--- config.mk ---
export PLATFORM = sky130hd
export DESIGN_NAME = cwvo_delay
export DESIGN_NICKNAME = d
export VERILOG_FILES = /design/src/hw/rtl/cwvo_delay.sv
export SDC_FILE = /design/constraint.sdc
export NUM_CORES = 1
export LEC_CHECK = 0
export BUFFER_PORTS_ARGS = -buffer_cell sky130_fd_sc_hd__clkbuf_2
export CAP_MARGIN = 20
export CORE_UTILIZATION = 45
export CTS_BUF_LIST = sky130_fd_sc_hd__clkbuf_2 sky130_fd_sc_hd__clkbuf_4 sky130_fd_sc_hd__clkbuf_8
export CTS_CLUSTER_DIAMETER = 40
export DETAILED_ROUTE_END_ITERATION = 6
export PLACE_DENSITY_LB_ADDON = 0.15
export REMOVE_ABC_BUFFERS = 1
export SLEW_MARGIN = 5
export SYNTH_ARGS = -nofsm -noshare
export SYNTH_HDL_FRONTEND = slang
export SYNTH_SLANG_ARGS = --single-unit
--- constraint.sdc ---
create_clock -name clk -period 0.8 [get_ports clk]
set_input_delay 0.16 -clock clk [delete_from_list [all_inputs] [get_ports clk]]
set_output_delay 0.16 -clock clk [all_outputs]
set_load 0.02 [all_outputs]
--- src/hw/rtl/cwvo_delay.sv ---
// Enabled shift line that delays a word by a fixed number of pipeline stages.
module cwvo_delay #(
    parameter int W     = 64,
    parameter int DEPTH = 1
) (
    input  logic         clk,
    input  logic         en,
    input  logic [W-1:0] d,
    output logic [W-1:0] q
);

    logic [W-1:0] pipe_reg [DEPTH];

    // Shift on every pipeline advance
    always_ff @(posedge clk) begin
        if (en) begin
            pipe_reg[0] <= d;
            for (int i = 1; i < DEPTH; i++) begin
                pipe_reg[i] <= pipe_reg[i-1];
            end
        end
    end

    assign q = pipe_reg[DEPTH-1];

endmodule

# Yosys cells after proc, flatten, opt, wreduce, memory -nomap -nowiden
# Memory sizes are Yosys's and may differ from the RTL's.
# Index checks and enable logic that the tools add are counted.
# totals
regBits	0
ram_bits	64
in_bits	66
output_inout_bits	64
word_cells	3
mem_count	1
# memory_table
memory	words	word_bits	read_ports	rd_clocked_by_memory_dff	write_ports	line_no	source
pipe_reg	1	64	1	0	1	12	logic [W-1:0] pipe_reg [DEPTH];
# op_classes
muxes	2
# ops
cell	count
$mux W1	2

# Longest topological paths before layout
# logic_depth
word_depth	2
ltp_mapped	0
mapped_depth_nobuf	0

# Worst setup path after synthesis
# OpenSTA, ideal clock, no wires.
# synth_timing
path_type	reg-to-output
startpoint	memory pipe_reg[0][0]
endpoint	output q[0]
arrival_ps	449
required_time_ps	640
setup_slack_ps	191
path_stages_with_launch	1
path_buffers	0
path_cell_list	edfxtp_1
# synth_via
elab_chain_cells	1
# synth_lines
element	line_no	source
from (decl)	12	
$mem_v2 Z1 W64	--	
to (decl)	9	output logic [W-1:0] q
# Every way passes these cells.

# Worst setup path in the final report
# layout_timing
startpoint	memory pipe_reg[0][30]
endpoint	output q[30]
# Same word-level chain as after synthesis.

==> reports/results.txt <==
grt ovf - 0
Crit path largest cell delay - 0.39 ns
largest net degree at the start of global routing - 33
vias in the first global route - 1216
TritonCTS clock tree - yes
outcome - complete, but fails checks
chip width - 67.4 um
Tcrit/Tclk final - 1.33
YS warnings - 0
Peak VDD IR - 1350 uV
row cnt - 23
Post-Synth XOR/XNOR Area - 0
cell area power density - 2230 mW/mm^2
GPL Wtd Cong - 0.641
worst-path maximum fanout - 1
CP max-delay cell - edfxtp_1
synthesized area per cell - 30.0 um^2
global-route wire length before repair - 5520 um
WL/cell - 15.4 um
total CTS buffers - 9
min-delay worst type - input port to flop
Top FF cell, synth - edfxtp_1
ANT cells - 0
Detail Route Antenna Nets - 0
vias per cell - 4.49
Synth area leaders - edfxtp_1
synthesized area - 0.00192 mm^2
cell taking the most area after synthesis - edfxtp_1
CP bufs+invs - 1
Critical Path RT - 0.64 ns
Final Hold Viols - 0
top-count cell post-synth - edfxtp_1
area of the core - 0.00406 mm^2
unrepaired setup endpoints after global routing - yes
Compound-Gate Fraction of Synth Area - 0
vias - 1288
multi-input gates - 0
initial antenna violation count - 0
layout cell share with drive strength beyond 1 - 0.608
Sink Count - 64
Largest register FFs - 64
I/O pin cnt - 130
fin nets - 298
Placement Setup Slack - -0.0410 ns
starting DRC count in detailed routing - 66
Setup violations, final - 64
Synth Area in Simple Gates - 0
Post CTS Setup Buffer Count - 0
Clock Tree Root - clkbuf_8
die height - 67.4 um
Max Cap Violations - 0
Initial DRT Pass Iterations - 4
CP top delay family - flip-flops
Commonest cells post-synth - edfxtp_1
number of synthesized register bits - 64
Netlist cell types - 1
crit end category - output port
Overall Global Routing Usage - 0.182
Leakage - 0.00144 uW
DP Area - 0.00267 mm^2
Tmin final - 1.06 ns
Yosys top cell area share - 1.00
mux share of post-synthesis cell area - 0
Setup WS post-layout - -0.264 ns
post-synthesis adder-cell area fraction - 0
H-tree depth - 3
WP data arrival - 0.90 ns
Synth Instances - 64
worst-path cell chain - buf_2
crit path launch type - flop
critical path class - flop to output port
Multi-input gate area - 0 um^2
Clock Path Buffers - 2
Max Fclk - 940 MHz
Max-slew headroom - 0.886
failing checks - setup timing
Setup TNS - -13.67 ns
WL final - 4420 um
Clk pin slew, worst setup/hold paths - 0.07 ns
design area - 0.00333 mm^2
die area - 0.00454 mm^2
PortBufs - 129
final slew viol count - 0
Power, Total - 7420 uW
drt drc - 0
Initial Utilization - 0.474
Post-synth EDFFs - 64
sequential-to-total area share from yosys stat - 1.00
Area Growth Syn to Fin - 73.4%
Worst Tran Pin Value - 0.171 ns
Post-synth ARST share - 0
-- per-stage QoR --
stage	hold slack, ns	cells	util
floorplan	0.259	64	-
global placement	0.337	245	0.658
detailed placement	0.339	245	0.658
CTS	0.0000868	283	0.751
global route	-0.00218	287	0.821
finish	0.00960	287	0.821
-- power by group --
group / internal [uW] / leakage (uW) / switching, uW
Clock: 1110 / 0.0000857 / 1110
Sequential: 3990 / 0.000626 / 103
Combinational: 556 / 0.000732 / 557
-- layer usage --
| metal | vias up | wire length, um | global-route usage |
|---|---|---|---|
| li1 | 597 | - | - |
| met1 | 608 | 1490 | 0.200 |
| met2 | 76 | 2400 | 0.295 |
| met3 | 7 | 458 | 0.0726 |
| met4 | 0 | 65 | 0.112 |
| met5 | - | 0 | 0 |
-- what timing repair did --
item,CTS,global route
hold endpoints to repair,22,4
pin swaps,0,0
setup endpoints to repair,64,64
gates resized for setup,0,141
hold buffers,22,4
-- cells in the final DEF (no fill, tap or decap), drive strengths merged --
| master | Yosys | layout |
|---|---|---|
| edfxtp | 64 | 64 |
| buf | 0 | 65 |
| clkbuf | 0 | 76 |
| clkinv | 0 | 6 |
| dlygate4sd3 | 0 | 26 |
-- cell families (layout without fill, tap and decap cells) --
| group | after synthesis | count (layout) |
|---|---|---|
| buf+inv | 0 | 173 |
| flops | 64 | 64 |
-- area by class of cell --
type | instances | area, um^2
flip-flops and latches | 64 | 1920
repair buffers | 157 | 1190
fillers | 221 | 726
clock buffers | 10 | 131
well taps | 50 | 62.6
clock inverters | 6 | 26.3
-- worst paths after layout --
| path | start | to | slack (ns) | depth (start not counted) |
|---|---|---|---|---|
| setup / recovery | pipe_reg[0][30] | q[30] | -0.26 | 1 |
| hold / removal | d[3] | pipe_reg[0][3] | 0.01 | 1 |
No activity file was read; power rests on OpenSTA's default activity.
