<file path="src/hw/rtl/cwvo_pkg.sv">
// Shared types, constants and register codes for the curved-world vertex offset block.
package cwvo_pkg;

    // Field and port widths
    localparam int POS_WIDTH_DEF = 20;
    localparam int ORG_W         = 20;
    localparam int AX_W          = 16;
    localparam int CRV_W         = 32;
    localparam int BW_W          = 16;
    localparam int OUT_W         = 32;
    localparam int CFG_W         = 60;
    localparam int CFG_IDX_W     = 3;

    // Datapath word for all rounding multiplies
    typedef logic signed [63:0] word_t;

    // Rounding multiplier and square root latencies
    localparam int MUL_LAT    = 5;
    localparam int ROOT_W     = 32;
    localparam int SQRT_STEPS = 4;
    localparam int SQRT_LAT   = ROOT_W / SQRT_STEPS;

    // Arithmetic constants
    localparam logic [63:0] CLAMP_LIM = 64'h2000_0000_0000_0000;
    localparam word_t       ONE_Q24   = 64'sd16777216;
    localparam word_t       MILLI_Q30 = 64'sd1073742;
    localparam int          B_W       = 46;
    localparam logic [B_W-1:0] BASE_CAP = {B_W{1'b1}};

    // Register reset values
    localparam logic [3*AX_W-1:0] RIGHT_RST = 48'h0000_0000_4000;
    localparam logic [3*AX_W-1:0] FWD_RST   = 48'h0000_4000_0000;
    localparam logic [3*AX_W-1:0] UP_RST    = 48'h4000_0000_0000;
    localparam logic [BW_W-1:0]   BW_RST    = 16'h4000;

    typedef enum logic [CFG_IDX_W-1:0] {
        REG_MODE    = 3'd0,
        REG_ORIGIN  = 3'd1,
        REG_RIGHT   = 3'd2,
        REG_FORWARD = 3'd3,
        REG_UP      = 3'd4,
        REG_CURVE_R = 3'd5,
        REG_CURVE_F = 3'd6,
        REG_BEND    = 3'd7
    } cfg_reg_t;

    typedef enum logic [1:0] {
        MODE_NONE     = 2'd0,
        MODE_VERT     = 2'd1,
        MODE_TILT     = 2'd2,
        MODE_TILT_EXP = 2'd3
    } mode_t;

endpackage

</file>
<file path="src/hw/rtl/cwvo_isqrt.sv">
// Pipelined floor square root of a 64-bit value, a few result bits per stage.
module cwvo_isqrt import cwvo_pkg::*; (
    input  logic              clk,
    input  logic              en,
    input  logic [63:0]       x,
    output logic [ROOT_W-1:0] root
);

    localparam int REM_W = ROOT_W + 1;
    localparam int RW_W  = ROOT_W + 3;

    logic [63:0]       x_reg    [SQRT_LAT];
    logic [REM_W-1:0]  rem_reg  [SQRT_LAT];
    logic [ROOT_W-1:0] root_reg [SQRT_LAT];

    genvar s;
    for (s = 0; s < SQRT_LAT; s++) begin : g_stage
        logic [63:0]       x_src, x_next;
        logic [REM_W-1:0]  rem_src, rem_next;
        logic [ROOT_W-1:0] root_src, root_next;

        if (s == 0) begin : g_first
            assign x_src    = x;
            assign rem_src  = '0;
            assign root_src = '0;
        end else begin : g_rest
            assign x_src    = x_reg[s-1];
            assign rem_src  = rem_reg[s-1];
            assign root_src = root_reg[s-1];
        end

        // Restoring digit steps, one bit pair each
        always_comb begin
            logic [RW_W-1:0] rw, tr;
            x_next    = x_src;
            rem_next  = rem_src;
            root_next = root_src;
            for (int k = 0; k < SQRT_STEPS; k++) begin
                rw = {rem_next, x_next[63:62]};
                tr = {1'b0, root_next, 2'b01};
                if (rw >= tr) begin
                    rem_next  = REM_W'(rw - tr);
                    root_next = {root_next[ROOT_W-2:0], 1'b1};
                end else begin
                    rem_next  = rw[REM_W-1:0];
                    root_next = {root_next[ROOT_W-2:0], 1'b0};
                end
                x_next = x_next << 2;
            end
        end

        always_ff @(posedge clk) begin
            if (en) begin
                x_reg[s]    <= x_next;
                rem_reg[s]  <= rem_next;
                root_reg[s] <= root_next;
            end
        end
    end

    assign root = root_reg[SQRT_LAT-1];

endmodule

</file>
<file path="config.mk">
export PLATFORM = sky130hd
export DESIGN_NAME = cwvo_isqrt
export DESIGN_NICKNAME = d
export VERILOG_FILES = /design/src/hw/rtl/cwvo_pkg.sv /design/src/hw/rtl/cwvo_isqrt.sv
export SDC_FILE = /design/constraint.sdc
export NUM_CORES = 2
export LEC_CHECK = 0
export ABC_CLOCK_PERIOD_IN_PS = 33800
export BUFFER_PORTS_ARGS = -buffer_cell sky130_fd_sc_hd__buf_2
export CAP_MARGIN = 20
export CORE_MARGIN = 4
export CORE_UTILIZATION = 50
export CTS_BUF_LIST = sky130_fd_sc_hd__clkbuf_4
export DETAILED_ROUTE_END_ITERATION = 7
export PLACE_DENSITY_LB_ADDON = 0.1
export REMOVE_ABC_BUFFERS = 1
export SYNTH_ARGS = -nofsm -noshare
export SYNTH_HDL_FRONTEND = slang
export SYNTH_SLANG_ARGS = --single-unit
export TNS_END_PERCENT = 10
</file>
<file path="constraint.sdc">
create_clock -name clk -period 33.8 [get_ports clk]
set_clock_uncertainty 0.2 [all_clocks]
set_input_delay 3.38 -clock clk [delete_from_list [all_inputs] [get_ports clk]]
set_output_delay 3.38 -clock clk [all_outputs]
set_load 0.02 [all_outputs]
</file>
Word level (Yosys, flattened, before mapping)
Memory sizes are Yosys's and may differ from the RTL's.
Index checks and enable logic that the tools add are counted.
Operators by class
  add/subtract/negate cells: 32
  $lt $le $gt $ge: 32
  muxes and demuxes: 66
Operators by type and width (number)
  $mux 33: 32
  $ge 35x34->1: 28
  $sub 33x33->33: 28
  $ge 35x3->1: 1
  $ge 35x4->1: 1
  $ge 35x5->1: 1
  $mux 1: 34
  $sub 33x3->33: 1
  $sub 33x4->33: 1
  $sub 33x5->33: 1
  $sub 2x1->3 const B: 1
  $ge 2x1->1 const B: 1
Word-level totals
  register bits: 0
  RAM bits: 968
  bits of input ports: 66
  output and inout port bits: 32
  word-level logic and storage cells: 133
  memories: 3
Memories
  x_reg: depth 8, bits a word 56, rd ports 7, clocked after Yosys merged registers in 0, write ports 8, line cwvo_isqrt.sv:12  | logic [63:0] x_reg [SQRT_LAT];
  rem_reg: depth 8, bits a word 33, rd ports 7, clocked after Yosys merged registers in 0, write ports 8, line cwvo_isqrt.sv:13  | logic [REM_W-1:0] rem_reg [SQRT_LAT];
  root_reg: depth 8, bits a word 32, rd ports 8, clocked after Yosys merged registers in 0, write ports 8, line cwvo_isqrt.sv:14  | logic [ROOT_W-1:0] root_reg [SQRT_LAT];

Depth between registers and ports, before layout
An unclocked memory read counts as a cell.
  depth after elaboration: 9
  gate-level depth with buffers: 65
  mapped depth without buffers: 56

Least setup slack after synthesis
OpenSTA, ideal clock, no wires.
  path kind: flip-flop to flip-flop
  start: mem rem_reg[2][2] (netlist bit)
  end: mem rem_reg[3][5] (netlist bit), data pin
  setup time: 260 ps
  data arrival time: 11749 ps
  data required time: 33340 ps
  setup slack: 21591 ps
  stages on the path, launching flop included: 59
  buffers on the path: 12
  period minus slack after synthesis: 12209 ps
  cell sequence: edfxtp_1 -> ha_1 -> or3_1 -> o2bb2ai_1 -> nor3_1 -> o21a_1 -> buf_2 -> a21o_2 -> inv_2 -> buf_2 -> buf_1 -> o21ai_0 -> ha_1 -> clkbuf_1 -> a21o_1 -> a21o_1 -> a21oi_1 -> nand2_1 -> (+23 left out) -> nand2_1 -> a21oi_1 -> nand2_1 -> a21oi_1 -> nor2_1 -> o21ai_0 -> nor2b_1 -> nand2_1 -> o31ai_1 -> nand2_1 -> a21oi_1 -> o22ai_1 -> a2111oi_2 -> nand3_1 -> nor3b_2 -> buf_2 -> buf_4 -> mux2_2
RTL lines (line)
  start: declaration: cwvo_isqrt.sv:13

==> results by group <==
Setup path
  • Crit path launch: root_reg[0][64]
  • FF-to-FF End: rem_reg[3][15]
  • R2R cell count: slightly above 50
  • Worst EP required: 34.48 ns
  • Crit end category: flop
  • Crit path DAT: 16.18 ns
  • Worst stage delay on the critical path: 0.68 ns
  • Worst Setup EP: rem_reg[3][15]
  • Critical path fanouts, max: 32
  • CP delay by family, top: compound AO/OA/AOI/OAI gates
  • Crit-path slowest cell: or3_1
  • R2r setup slk: approximately 18 ns
  • CP Depth: 51
  • CP Buf/Inv Count: 6
  • Critical path class: flop to flop
  • Reg-to-reg startpoint: root_reg[0][64]
  • CP Launch Type: flop

Placed design
  • GPL Wtd Cong: 0.973
  • IO Port Bufs: 97
  • Post-DP HPWL: around 170000 µm

GRT
  • Vias in the first global route: 57100
  • Antenna violations before repair: 7
  • Total grt overflow: 0
  • Largest net degree at the start of global routing: 80
  • Total GRT Usage: 30.2%
  • First-pass GRT wire length: 326000 µm

Clocking
  • CTS tree: built
  • Post-CTS Hold Buffers: 0
  • Worst-Skew Late Latency: 1.23 ns
  • TritonCTS Buffers: ~170
  • Postcts setup bufs: 0
  • Register clock-pin slew on the reported worst setup and hold paths: 0.06 ns
  • CTS H-tree lvls: 4
  • Clock root buffer: clkbuf_4
  • CTS Sinks: 599
  • Clk buf depth: 3
  • Post-cts resize count: 0

Yosys
  • Async SR Flop Fraction: 0%
  • Area leader, netlist: edfxtp_1
  • Gate Count Post-Synth: ~7800
  • Synth Warn #: 0
  • Sequential area share after synthesis: 27.9%
  • Most numerous cell in the Yosys netlist: a21oi_1
  • Post-synth top cells: a21oi_1, nor2_1, nand2_1, edfxtp_1, ha_1
  • Syn_area_per_cell: 8.28 µm²
  • Yosys cell types: 121
  • Top_reg_cell synth: edfxtp_1
  • Post-synth EDFFs: 599
  • Synthesized area: around 0.064 mm²
  • Synth area leaders: edfxtp_1, ha_1, xnor2_1
  • FF+latch count, synth: 599
  • Yosys top cell area share: 27.9%

Timing
  • Worst slew pin tran: 1.06 ns
  • Tcrit/Tclk final: 45.9%
  • Max frequency: 0.0645 GHz
  • Setup_tns: 0 ns
  • Setup violations, final: 0
  • Min Clock Period, post-route: approximately 16 ns
  • Relative slew slack: 28.4%
  • Final hold violation count: 0
  • Unrepaired setup endpoints after global routing: no
  • Final Max Tran Viols: 0

Floorplan
  • Core ar.: 0.128 mm²
  • Die Span Y: 367 µm
  • Row cnt: 131
  • Die Wd: 367 µm
  • Die area: 0.135 mm²
  • Initial Utilization: 50.4%
  • # IOs: 98

Layout
  • Fin nets: 8501
  • Largest register FFs: 231
  • Synthesis-to-finish area growth: 6.54%
  • Layout cell share with drive strength beyond 1: 8.35%

Job
  • Max cap viols: 0

Detailed routing
  • Drt pass-1 iters: 8
  • Final ANT Viol Nets: 0
  • Iteration-0 DRC Markers: between 5000 and 6000
  • Via density: 6.28
  • Final WL: 212000 µm
  • Vias: 60700
  • # DRC: 0
  • WL/cell: 22.0 µm

Status
  • Run status: finished, final reports clean

Worst hold path
  • Hold/Removal Path Class: flop to flop
-- placed cells by master (no fill, tap or decap), drive strengths merged, types with 99 or more instances in the layout --
cell type	n
nor4	99
clkbuf	236
o21ai	472
nand3	211
nor3	238
ha	560
xor2	240
a31oi	99
xnor2	468
nand4	146
a21oi	732
inv	381
nand2b	106
a21o	288
edfxtp	599
buf	143
nor2	720
nand2	665
-- stage by stage --
stage / hold slack, ns / cells / worst slack [ns] / util, % / area [µm²]
after global placement: 0.200 / 9360 / 18.54 / 52.0 / 66400
after floorplan: 0.200 / 7556 / 20.27 / - / 63500
final: 0.115 / 9668 / 18.29 / 53.7 / 68700
after detailed placement: 0.205 / 9360 / 18.59 / 52.0 / 66400
after global routing: 0.118 / 9663 / 17.17 / 53.7 / 68700
after CTS: 0.108 / 9658 / 18.52 / 53.7 / 68700
-- how the worst min path moves through the flow --
stage	endpoint	start	cells past startpoint	slack, ns
3_3_place_gp	x_reg[1][43]	x_reg[0][35]	0	0.20
4_1_cts	x_reg[1][26]	x_reg[0][18]	0	0.11
2_1_floorplan	x_reg[1][10]	x_reg[0][2]	0	0.20
6_report	x_reg[4][52]	x_reg[3][44]	0	0.11
5_1_grt	x_reg[3][45]	x_reg[2][37]	0	0.12
3_5_place_dp	x_reg[2][31]	x_reg[1][23]	0	0.20
-- area by class of cell --
class	count	area [µm²]
Timing Repair Buffer	144	845
Clock inverter	63	482
Sequential cell	599	18000
Fill cell	12300	59100
Clock buffer	235	1760
Multi-Input combinational cell	6575	44100
Tap cell	1662	2080
Inverter	382	1430
Antenna cell	8	20.0
-- worst register-to-register path: cells and delay by family, from the launching register on --
kind            cells  cell delay, ns
compound gates     23            6.45
simple gates       16            4.03
buf+inv             6            2.00
fa+ha+maj           4            1.47
flops               1            0.57
mux                 1            0.34
xor+xnor            1            0.21
-- routing by layer --
layer	GRT usage (%)	share of wire (%)	wire [µm]	vias to the layer above
li1	-	-	-	29500
met1	38.7	43	90700	28700
met2	52.2	48	102000	2134
met3	3.65	5.6	12000	386
met4	11.4	3.7	7950	2
met5	0	0.0094	20	-
-- kinds of logic after synthesis --
kind of cell	after synthesis	share of synthesized area, %
AND/OR/NAND/NOR	2806	22.0
AO/OA/AOI/OAI	2383	23.9
XOR/XNOR	708	9.62
buffers and inverters	621	3.78
flip-flops	599	27.9
adder cells (fa/ha/maj)	560	10.9
multiplexers	114	1.92
other	1	0.00582
Power is not shown: default switching activity piles up to over one toggle a cycle in this logic, so the estimate is an artifact.
